File: src/rtl/core/feistel_32bit_codec_assert.svh
// Assertion macros for the Feistel codec RTL.
// No dependencies; the user module must provide clk and rst_n.
`ifndef FEISTEL_32BIT_CODEC_ASSERT_SVH
`define FEISTEL_32BIT_CODEC_ASSERT_SVH

// Same-cycle implication, disabled while in reset.
`define FC32_ASSERT_NOW(label, ante, cons) \
    label: assert property (@(posedge clk) disable iff (!rst_n) (ante) |-> (cons)) \
        else $error("fc32 same-cycle check failed");

// Next-cycle implication, disabled while in reset.
`define FC32_ASSERT_NEXT(label, ante, cons) \
    label: assert property (@(posedge clk) disable iff (!rst_n) (ante) |=> (cons)) \
        else $error("fc32 next-cycle check failed");

`endif

File: src/rtl/core/fc32_pkg.sv
// Shared constants, types and round-function helpers for the Feistel codec.
// No dependencies.
package fc32_pkg;

    localparam int WORD_W    = 32;
    localparam int HALF_W    = WORD_W / 2;
    localparam int ROUNDS    = 4;          // 1 to 4
    localparam int KEY_COUNT = 4;
    localparam int KEY_IDX_W = $clog2(KEY_COUNT);
    localparam int ADDR_W    = KEY_IDX_W + 2;
    localparam int ROT_L     = 5;
    localparam int SHR_F     = 11;

    // request codes
    localparam logic REQ_ENCODE = 1'b0;
    localparam logic REQ_DECODE = 1'b1;

    localparam logic [WORD_W-1:0] KEY_RESET = WORD_W'(1);

    // beat handed from cell to cell
    typedef struct packed {
        logic              vld;
        logic              dec;
        logic [HALF_W-1:0] hi;
        logic [HALF_W-1:0] lo;
    } beat_t;

    // first half of the round function: key xor, odd add, rotate xor
    function automatic logic [WORD_W-1:0] fc32_mix(input logic [HALF_W-1:0] h,
                                                   input logic [WORD_W-1:0] k);
        logic [WORD_W-1:0] x;
        logic [WORD_W-1:0] odd;
        x   = {{(WORD_W-HALF_W){1'b0}}, h} ^ k;
        odd = {k[WORD_W-1:1], 1'b1};
        return (x + odd) ^ {x[WORD_W-1-ROT_L:0], x[WORD_W-1:WORD_W-ROT_L]};
    endfunction

    // second half: fold the wrapped product and keep the low half
    function automatic logic [HALF_W-1:0] fc32_fold(input logic [WORD_W-1:0] p);
        return p[HALF_W-1:0] ^ p[HALF_W-1+SHR_F:SHR_F];
    endfunction

endpackage

File: src/rtl/core/fc32_if.sv
// Valid/ready channel interfaces for the Feistel codec.
// Depends on fc32_pkg.
interface fc32_req_if
    import fc32_pkg::*;
();
    logic              valid;
    logic              ready;
    logic              req_type;
    logic [WORD_W-1:0] data_word;

    modport source (output valid, req_type, data_word, input ready);
    modport sink   (input valid, req_type, data_word, output ready);
endinterface

interface fc32_res_if
    import fc32_pkg::*;
();
    logic              valid;
    logic              ready;
    logic [WORD_W-1:0] coded_word;

    modport source (output valid, coded_word, input ready);
    modport sink   (input valid, coded_word, output ready);
endinterface

File: src/rtl/core/fc32_cell.sv
// One Feistel round as a two-stage cell: mix stage, then multiply and fold.
// Depends on fc32_pkg.
module fc32_cell
    import fc32_pkg::*;
(
    input  logic              clk,
    input  logic              rst_n,
    input  logic [WORD_W-1:0] key_enc,
    input  logic [WORD_W-1:0] key_dec,
    input  beat_t             up,
    output logic              up_ready,
    output beat_t             dn,
    input  logic              dn_ready
);

    logic              s1_vld_reg, s1_vld_next;
    logic              s1_dec_reg, s1_dec_next;
    logic [HALF_W-1:0] s1_hi_reg,  s1_hi_next;
    logic [HALF_W-1:0] s1_lo_reg,  s1_lo_next;
    logic [WORD_W-1:0] s1_mix_reg, s1_mix_next;
    logic [WORD_W-1:0] s1_odd_reg, s1_odd_next;

    logic              s2_vld_reg, s2_vld_next;
    logic              s2_dec_reg, s2_dec_next;
    logic [HALF_W-1:0] s2_hi_reg,  s2_hi_next;
    logic [HALF_W-1:0] s2_lo_reg,  s2_lo_next;

    logic              s1_ready;
    logic              s2_ready;
    logic [WORD_W-1:0] key;
    logic [WORD_W-1:0] prod;

    assign s2_ready = !s2_vld_reg || dn_ready;
    assign s1_ready = !s1_vld_reg || s2_ready;
    assign up_ready = s1_ready;

    assign key  = (up.dec == REQ_DECODE) ? key_dec : key_enc;
    assign prod = s1_mix_reg * s1_odd_reg;   // low 32 bits of the product

    always_comb
    begin
        s1_vld_next = s1_vld_reg;
        s1_dec_next = s1_dec_reg;
        s1_hi_next  = s1_hi_reg;
        s1_lo_next  = s1_lo_reg;
        s1_mix_next = s1_mix_reg;
        s1_odd_next = s1_odd_reg;
        if (s1_ready)
        begin
            s1_vld_next = up.vld;
            s1_dec_next = up.dec;
            s1_hi_next  = up.hi;
            s1_lo_next  = up.lo;
            s1_mix_next = fc32_mix(up.lo, key);
            s1_odd_next = {key[WORD_W-1:1], 1'b1};
        end
    end

    always_comb
    begin
        s2_vld_next = s2_vld_reg;
        s2_dec_next = s2_dec_reg;
        s2_hi_next  = s2_hi_reg;
        s2_lo_next  = s2_lo_reg;
        if (s2_ready)
        begin
            s2_vld_next = s1_vld_reg;
            s2_dec_next = s1_dec_reg;
            s2_hi_next  = s1_lo_reg;
            s2_lo_next  = s1_hi_reg ^ fc32_fold(prod);
        end
    end

    always_ff @(posedge clk or negedge rst_n)
    begin
        if (!rst_n)
        begin
            s1_vld_reg <= 1'b0;
            s2_vld_reg <= 1'b0;
        end
        else
        begin
            s1_vld_reg <= s1_vld_next;
            s2_vld_reg <= s2_vld_next;
        end
    end

    always_ff @(posedge clk)
    begin
        s1_dec_reg <= s1_dec_next;
        s1_hi_reg  <= s1_hi_next;
        s1_lo_reg  <= s1_lo_next;
        s1_mix_reg <= s1_mix_next;
        s1_odd_reg <= s1_odd_next;
        s2_dec_reg <= s2_dec_next;
        s2_hi_reg  <= s2_hi_next;
        s2_lo_reg  <= s2_lo_next;
    end

    assign dn.vld = s2_vld_reg;
    assign dn.dec = s2_dec_reg;
    assign dn.hi  = s2_hi_reg;
    assign dn.lo  = s2_lo_reg;

endmodule

File: src/rtl/core/feistel_32bit_codec.sv
// Top level of the Feistel codec: APB key registers and a chain of round cells.
// Depends on fc32_pkg, fc32_if, fc32_cell and feistel_32bit_codec_assert.svh.
//
//  channel   dir  handshake     beat contents
//  req_ch    in   valid/ready   req_type (0 encode, 1 decode), data_word[31:0]
//  res_ch    out  valid/ready   coded_word[31:0]
//  apb       in   psel/penable  round_key_0..3 at byte addresses 0, 4, 8, 12
//
// Every round cell holds a mix stage and a multiply stage. One beat is taken per
// cycle while the output side keeps up. Reset clears all stage valid bits and
// sets every key to 1. A stall on res_ch backs up stage by stage; bubbles in the
// chain still close up, so req_ch stays ready until the chain is actually full.
`include "feistel_32bit_codec_assert.svh"

module feistel_32bit_codec
    import fc32_pkg::*;
(
    input  logic              clk,
    input  logic              rst_n,
    // configuration
    input  logic              psel,
    input  logic              penable,
    input  logic              pwrite,
    input  logic [ADDR_W-1:0] paddr,
    input  logic [WORD_W-1:0] pwdata,
    output logic [WORD_W-1:0] prdata,
    output logic              pready,
    // data channels
    fc32_req_if.sink          req_ch,
    fc32_res_if.source        res_ch
);

    // ---- key registers ----
    logic [WORD_W-1:0]    key_reg  [KEY_COUNT];
    logic [WORD_W-1:0]    key_next [KEY_COUNT];
    logic                 wr_en;
    logic [KEY_IDX_W-1:0] reg_idx;

    assign pready  = 1'b1;
    assign wr_en   = psel && penable && pwrite;
    assign reg_idx = paddr[ADDR_W-1:2];     // byte offset bits are don't-care
    assign prdata  = key_reg[reg_idx];

    always_comb
    begin
        key_next = key_reg;
        if (wr_en)
        begin
            key_next[reg_idx] = pwdata;
        end
    end

    always_ff @(posedge clk or negedge rst_n)
    begin
        if (!rst_n)
        begin
            for (int i = 0; i < KEY_COUNT; i++)
            begin
                key_reg[i] <= KEY_RESET;
            end
        end
        else
        begin
            key_reg <= key_next;
        end
    end

    // ---- round chain ----
    // Decode is the encode round run on swapped halves with the keys reversed,
    // so one cell type serves both: swap on entry, swap back on exit.
    beat_t link [ROUNDS+1];
    logic  rdy  [ROUNDS+1];

    assign link[0].vld = req_ch.valid;
    assign link[0].dec = req_ch.req_type;
    assign link[0].hi  = (req_ch.req_type == REQ_DECODE) ?
                         req_ch.data_word[HALF_W-1:0] : req_ch.data_word[WORD_W-1:HALF_W];
    assign link[0].lo  = (req_ch.req_type == REQ_DECODE) ?
                         req_ch.data_word[WORD_W-1:HALF_W] : req_ch.data_word[HALF_W-1:0];
    assign req_ch.ready = rdy[0];

    for (genvar g = 0; g < ROUNDS; g++)
    begin : g_round
        fc32_cell u_cell (
            .clk      (clk),
            .rst_n    (rst_n),
            .key_enc  (key_reg[g]),
            .key_dec  (key_reg[ROUNDS-1-g]),
            .up       (link[g]),
            .up_ready (rdy[g]),
            .dn       (link[g+1]),
            .dn_ready (rdy[g+1])
        );
    end

    // last cell's second stage is the output register
    assign rdy[ROUNDS]       = res_ch.ready;
    assign res_ch.valid      = link[ROUNDS].vld;
    assign res_ch.coded_word = (link[ROUNDS].dec == REQ_DECODE) ?
                               {link[ROUNDS].lo, link[ROUNDS].hi} :
                               {link[ROUNDS].hi, link[ROUNDS].lo};

    // ---- checks ----
    // an empty output stage means the whole chain can move, so input is open
    `FC32_ASSERT_NOW(a_ready_when_drained, !res_ch.valid, req_ch.ready)
    // a key write lands in the addressed register
    `FC32_ASSERT_NEXT(a_key_write, wr_en, key_reg[$past(reg_idx)] == $past(pwdata))
    // a full last cell whose output is not taken stalls its own input
    `FC32_ASSERT_NOW(a_full_stall, res_ch.valid && !res_ch.ready && link[ROUNDS-1].vld &&
                     g_round[ROUNDS-1].u_cell.s1_vld_reg == 1'b1, !rdy[ROUNDS-1])

endmodule

File: src/flat_wrapper.sv
// flat-port wrapper written by rule: the top's interface ports become plain ports
module feistel_32bit_codec_flat import fc32_pkg::*;
  (clk, rst_n, psel, penable, pwrite, paddr, pwdata, prdata, pready, req_ch_valid, req_ch_req_type, req_ch_data_word, req_ch_ready, res_ch_valid, res_ch_coded_word, res_ch_ready);
  fc32_req_if req_ch_i ();
  fc32_res_if res_ch_i ();
  input  logic clk;
  input  logic rst_n;
  input  logic psel;
  input  logic penable;
  input  logic pwrite;
  input  logic [ADDR_W-1:0] paddr;
  input  logic [WORD_W-1:0] pwdata;
  output logic [WORD_W-1:0] prdata;
  output logic pready;
  input wire logic [$bits(req_ch_i.valid)-1:0] req_ch_valid;
  input wire logic [$bits(req_ch_i.req_type)-1:0] req_ch_req_type;
  input wire logic [$bits(req_ch_i.data_word)-1:0] req_ch_data_word;
  output wire logic [$bits(req_ch_i.ready)-1:0] req_ch_ready;
  output wire logic [$bits(res_ch_i.valid)-1:0] res_ch_valid;
  output wire logic [$bits(res_ch_i.coded_word)-1:0] res_ch_coded_word;
  input wire logic [$bits(res_ch_i.ready)-1:0] res_ch_ready;
  assign req_ch_i.valid = req_ch_valid;
  assign req_ch_i.req_type = req_ch_req_type;
  assign req_ch_i.data_word = req_ch_data_word;
  assign req_ch_ready = req_ch_i.ready;
  assign res_ch_valid = res_ch_i.valid;
  assign res_ch_coded_word = res_ch_i.coded_word;
  assign res_ch_i.ready = res_ch_ready;
  feistel_32bit_codec u_core (.clk(clk), .rst_n(rst_n), .psel(psel), .penable(penable), .pwrite(pwrite), .paddr(paddr), .pwdata(pwdata), .prdata(prdata), .pready(pready), .req_ch(req_ch_i), .res_ch(res_ch_i));
endmodule
File: config.mk
export PLATFORM = sky130hd
export DESIGN_NAME = feistel_32bit_codec_flat
export DESIGN_NICKNAME = d
export VERILOG_FILES = /design/src/rtl/core/fc32_pkg.sv /design/src/rtl/core/fc32_if.sv /design/src/rtl/core/fc32_cell.sv /design/src/rtl/core/feistel_32bit_codec.sv /design/src/flat_wrapper.sv
export VERILOG_INCLUDE_DIRS = /design/src /design/src/rtl/core
export SDC_FILE = /design/constraint.sdc
export NUM_CORES = 2
export LEC_CHECK = 0
export BUFFER_PORTS_ARGS = -buffer_cell sky130_fd_sc_hd__clkbuf_2
export CAP_MARGIN = 30
export CORE_ASPECT_RATIO = 0.8
export CORE_MARGIN = 4
export CORE_UTILIZATION = 35
export CTS_BUF_LIST = sky130_fd_sc_hd__clkbuf_8
export DETAILED_ROUTE_END_ITERATION = 7
export PLACE_DENSITY = 0.5
export REMOVE_ABC_BUFFERS = 1
export SETUP_SLACK_MARGIN = 0.05
export SKIP_LAST_GASP = 1
export SYNTH_ARGS = -nofsm -noshare
export SYNTH_HDL_FRONTEND = slang
export SYNTH_SLANG_ARGS = --single-unit
File: constraint.sdc
create_clock -name clk -period 9.5 [get_ports clk]
set_input_delay 0.475 -clock clk [delete_from_list [all_inputs] [get_ports clk]]
set_output_delay 0.475 -clock clk [all_outputs]
set_load 0.005 [all_outputs]
==> results.json <==
{
  "finalSetupViolations": 0,
  "required_ns": 10.04,
  "synthXorXnorAreaFrac": 0.0755,
  "synth.area.top_cells": "fa_1 (31%), edfxtp_1 (20%), inv_1 (8.2%), ha_1 (7.6%), and2_1 (7.1%)",
  "hp-start": "req_ch_data_word[17]",
  "finalWorstSetupSlack_ns": 2.20,
  "area_growth_pct": 9.22,
  "dieArea_um2": 216000,
  "final_cell_mix": "inv_1 (1625), fa_1 (1120), and2_1 (830), nand2_1 (659), xnor2_1 (513)",
  "cp-end-kind": "flip-flop",
  "holdCritPathClass": "in -> reg",
  "firstDrtPassIters": 5,
  "r2r_cells": 20,
  "ys_ff_latch": 612,
  "synth_compound_area_frac": 0.0251,
  "drt_iter0_drc": 3746,
  "avgViaCountPerCell": 4.80,
  "hold_depth": 3,
  "utilization": 0.386,
  "post-place-ws_ns": 2.24,
  "clock_latency_ns": 0.81,
  "syn_inst": 6979,
  "antenna_found_initial": 24,
  "final_common_cell": "inv_1",
  "hold_viol_final": 0,
  "htreeDepth": 3,
  "r2r-start": "u_core.g_round[1].u_cell.s1_odd_reg[7]$_DFFE_PP_",
  "grt_pass1_vias": 50800,
  "cts-root-buf": "clkbuf_8",
  "initial_core_util": 0.353,
  "rsz0062_at_grt": "false",
  "fin_tns_setup_ns": 0,
  "final_nets": 8779,
  "synth_cell_types": 77,
  "fp-row-count": 149,
  "rrSetupSlack_ns": 2.20,
  "start_kind": "flip-flop",
  "synthAdderAreaFrac": 0.383,
  "port_buffers": 139,
  "async_flop_share": 0.222,
  "critPathKind": "reg -> reg",
  "avgSynthCellArea_um2": 10.5,
  "yosysSeqAreaShare": 0.242,
  "timing.fmax_ghz": 0.137,
  "grt_max_degree": 82,
  "drv_cap": 0,
  "synth-simple-area-share": 0.119,
  "hold_end": "u_core.g_round[0].u_cell.s1_lo_reg[1]$_DFFE_PP_",
  "cts_inserted_buffers": 95,
  "clockBufferDepth": 3,
  "die_x_um": 519,
  "ys.flop_type": "edfxtp_1",
  "crit_fanout": 11,
  "ant_nets": 0,
  "yosys.area.top_type": "fa_1",
  "skew_ns": 0.0519,
  "drive_gt1_frac": 0.0969,
  "synth_edf_count": 476,
  "drc_errors": 0,
  "cts_tree": "done",
  "grt_pass1_wl_um": 330000,
  "synth_area_um2": 73100,
  "r2r-end": "u_core.g_round[1].u_cell.s2_lo_reg[15]$_DFFE_PP_",
  "muxShareOfSynthArea": 0.0596,
  "wl_per_cell_um": 22.0,
  "vias": 47700,
  "relSlewSlack": 0.245,
  "grt_usage": 0.204,
  "largest_register_ffs": 128,
  "worst_slew_pin_slew_ns": 1.10,
  "postCtsSetupRepairBufs": 0,
  "chipHeight_um": 417,
  "post-synth-top-area-fraction": 0.307,
  "gr-total-overflow": 0,
  "cts.sinks": 612,
  "clkSlewWorstSetupHoldPaths_ns": 0.07,
  "post-route-period-util": 0.769,
  "place.gp.congestion": 0.859,
  "status": "finished clean",
  "core_um2": 207000,
  "finalMaxSlewViolations": 0,
  "ios": 143,
  "synth_top_family_by_area": "adder cells",
  "wl_um": 218000,
  "placed_cell_area_um2": 77100,
  "hpwl_um": 172000,
  "yosys_warnings": 0,
  "finalCriticalPeriod_ns": 7.30,
  "arrival_ns": 7.84,
  "design_area_um2": 79800
}
==> metal layers <==
layer | part of all wire | GRT usage
met1 | 0.47 | 0.299
met5 | 0.000064 | 0
met3 | 0.079 | 0.0505
met4 | 0.025 | 0.0455
met2 | 0.43 | 0.303
==> Yosys cell counts (11+ instances only) <==
library cell	n
o21a_1	13
nor2b_1	11
xnor2_1	513
clkbuf_1	226
inv_1	1599
mux4_2	32
xor2_1	108
o21ai_0	52
a31oi_1	11
mux2_2	240
a21oi_1	75
nand3_1	14
buf_1	19
edfxtp_1	476
nor3_1	21
nor2_1	88
o31ai_1	12
fa_1	1120
or3_1	15
ha_1	444
dfrtp_1	132
and2_1	830
a21o_1	21
nand2_1	659
nand2b_1	14
mux2i_1	86
a211oi_1	15
==> through the flow <==
step / hold WS, ns / cells
2_1_floorplan: 0.179 / 6723
3_3_place_gp: 0.404 / 9681
3_5_place_dp: 0.405 / 9692
4_1_cts: 0.0791 / 9924
5_1_grt: 0.0918 / 9938
6_report: 0.145 / 9942
==> layout make-up <==
class,instances,area (µm²)
flip-flops and latches,612,17700
well taps,2718,3400
fillers,20600,127000
multi-input cells,4512,48400
diodes,9,22.5
repair buffers,319,2410
inverters,1599,6000
clock buffers,104,1430
clock inverters,69,433
==> cells by family after synthesis <==
| kind of cell | Yosys count |
|---|---|
| buffers and inverters | 1855 |
| multiplexers | 362 |
| flip-flops | 612 |
| AND/OR/NAND/NOR | 1688 |
| AO/OA/AOI/OAI | 273 |
| adder cells (fa/ha/maj) | 1564 |
| XOR/XNOR | 624 |
| other | 1 |
==> critical path, stage by stage, from the launching register on <==
cell and delay, ns:
edfxtp_1 0.95, buf_4 0.34, nand2_1 0.09, fa_1 0.60
fa_1 0.46, fa_1 0.46, fa_1 0.54, fa_1 0.55
inv_1 0.05, fa_1 0.47, inv_1 0.05, fa_1 0.48
inv_1 0.04, ha_1 0.36, a21o_1 0.19, a21oi_1 0.23
nor2b_1 0.09, a2111o_1 0.29, o311ai_1 0.14, o21ai_0 0.22
xnor2_1 0.44
==> what timing repair did <==
action,in CTS,in global routing
hold buffers,59,0
endpoints found under the setup margin,0,0
resized for setup,0,0
endpoints found under the hold margin,221,0
==> how the worst max path moves through the flow <==
stage	from	to	slack, ns	cells past startpoint
6_report	u_core.g_round[1].u_cell.s1_odd_reg[7]$_DFFE_PP_	u_core.g_round[1].u_cell.s2_lo_reg[15]$_DFFE_PP_	2.20	20
5_1_grt	u_core.g_round[0].u_cell.s1_odd_reg[4]$_DFFE_PP_	u_core.g_round[0].u_cell.s2_lo_reg[15]$_DFFE_PP_	1.74	22
4_1_cts	u_core.g_round[0].u_cell.s1_odd_reg[4]$_DFFE_PP_	u_core.g_round[0].u_cell.s2_lo_reg[15]$_DFFE_PP_	2.20	22
3_5_place_dp	u_core.g_round[0].u_cell.s1_odd_reg[4]$_DFFE_PP_	u_core.g_round[0].u_cell.s2_lo_reg[13]$_DFFE_PP_	2.24	21
3_3_place_gp	u_core.g_round[0].u_cell.s1_odd_reg[4]$_DFFE_PP_	u_core.g_round[0].u_cell.s2_lo_reg[13]$_DFFE_PP_	2.22	21
2_1_floorplan	res_ch_ready	u_core.g_round[0].u_cell.s1_dec_reg$_DFFE_PP_	2.95	6
Power is not shown: default switching activity piles up to over one toggle a cycle in this logic, so the estimate is an artifact.
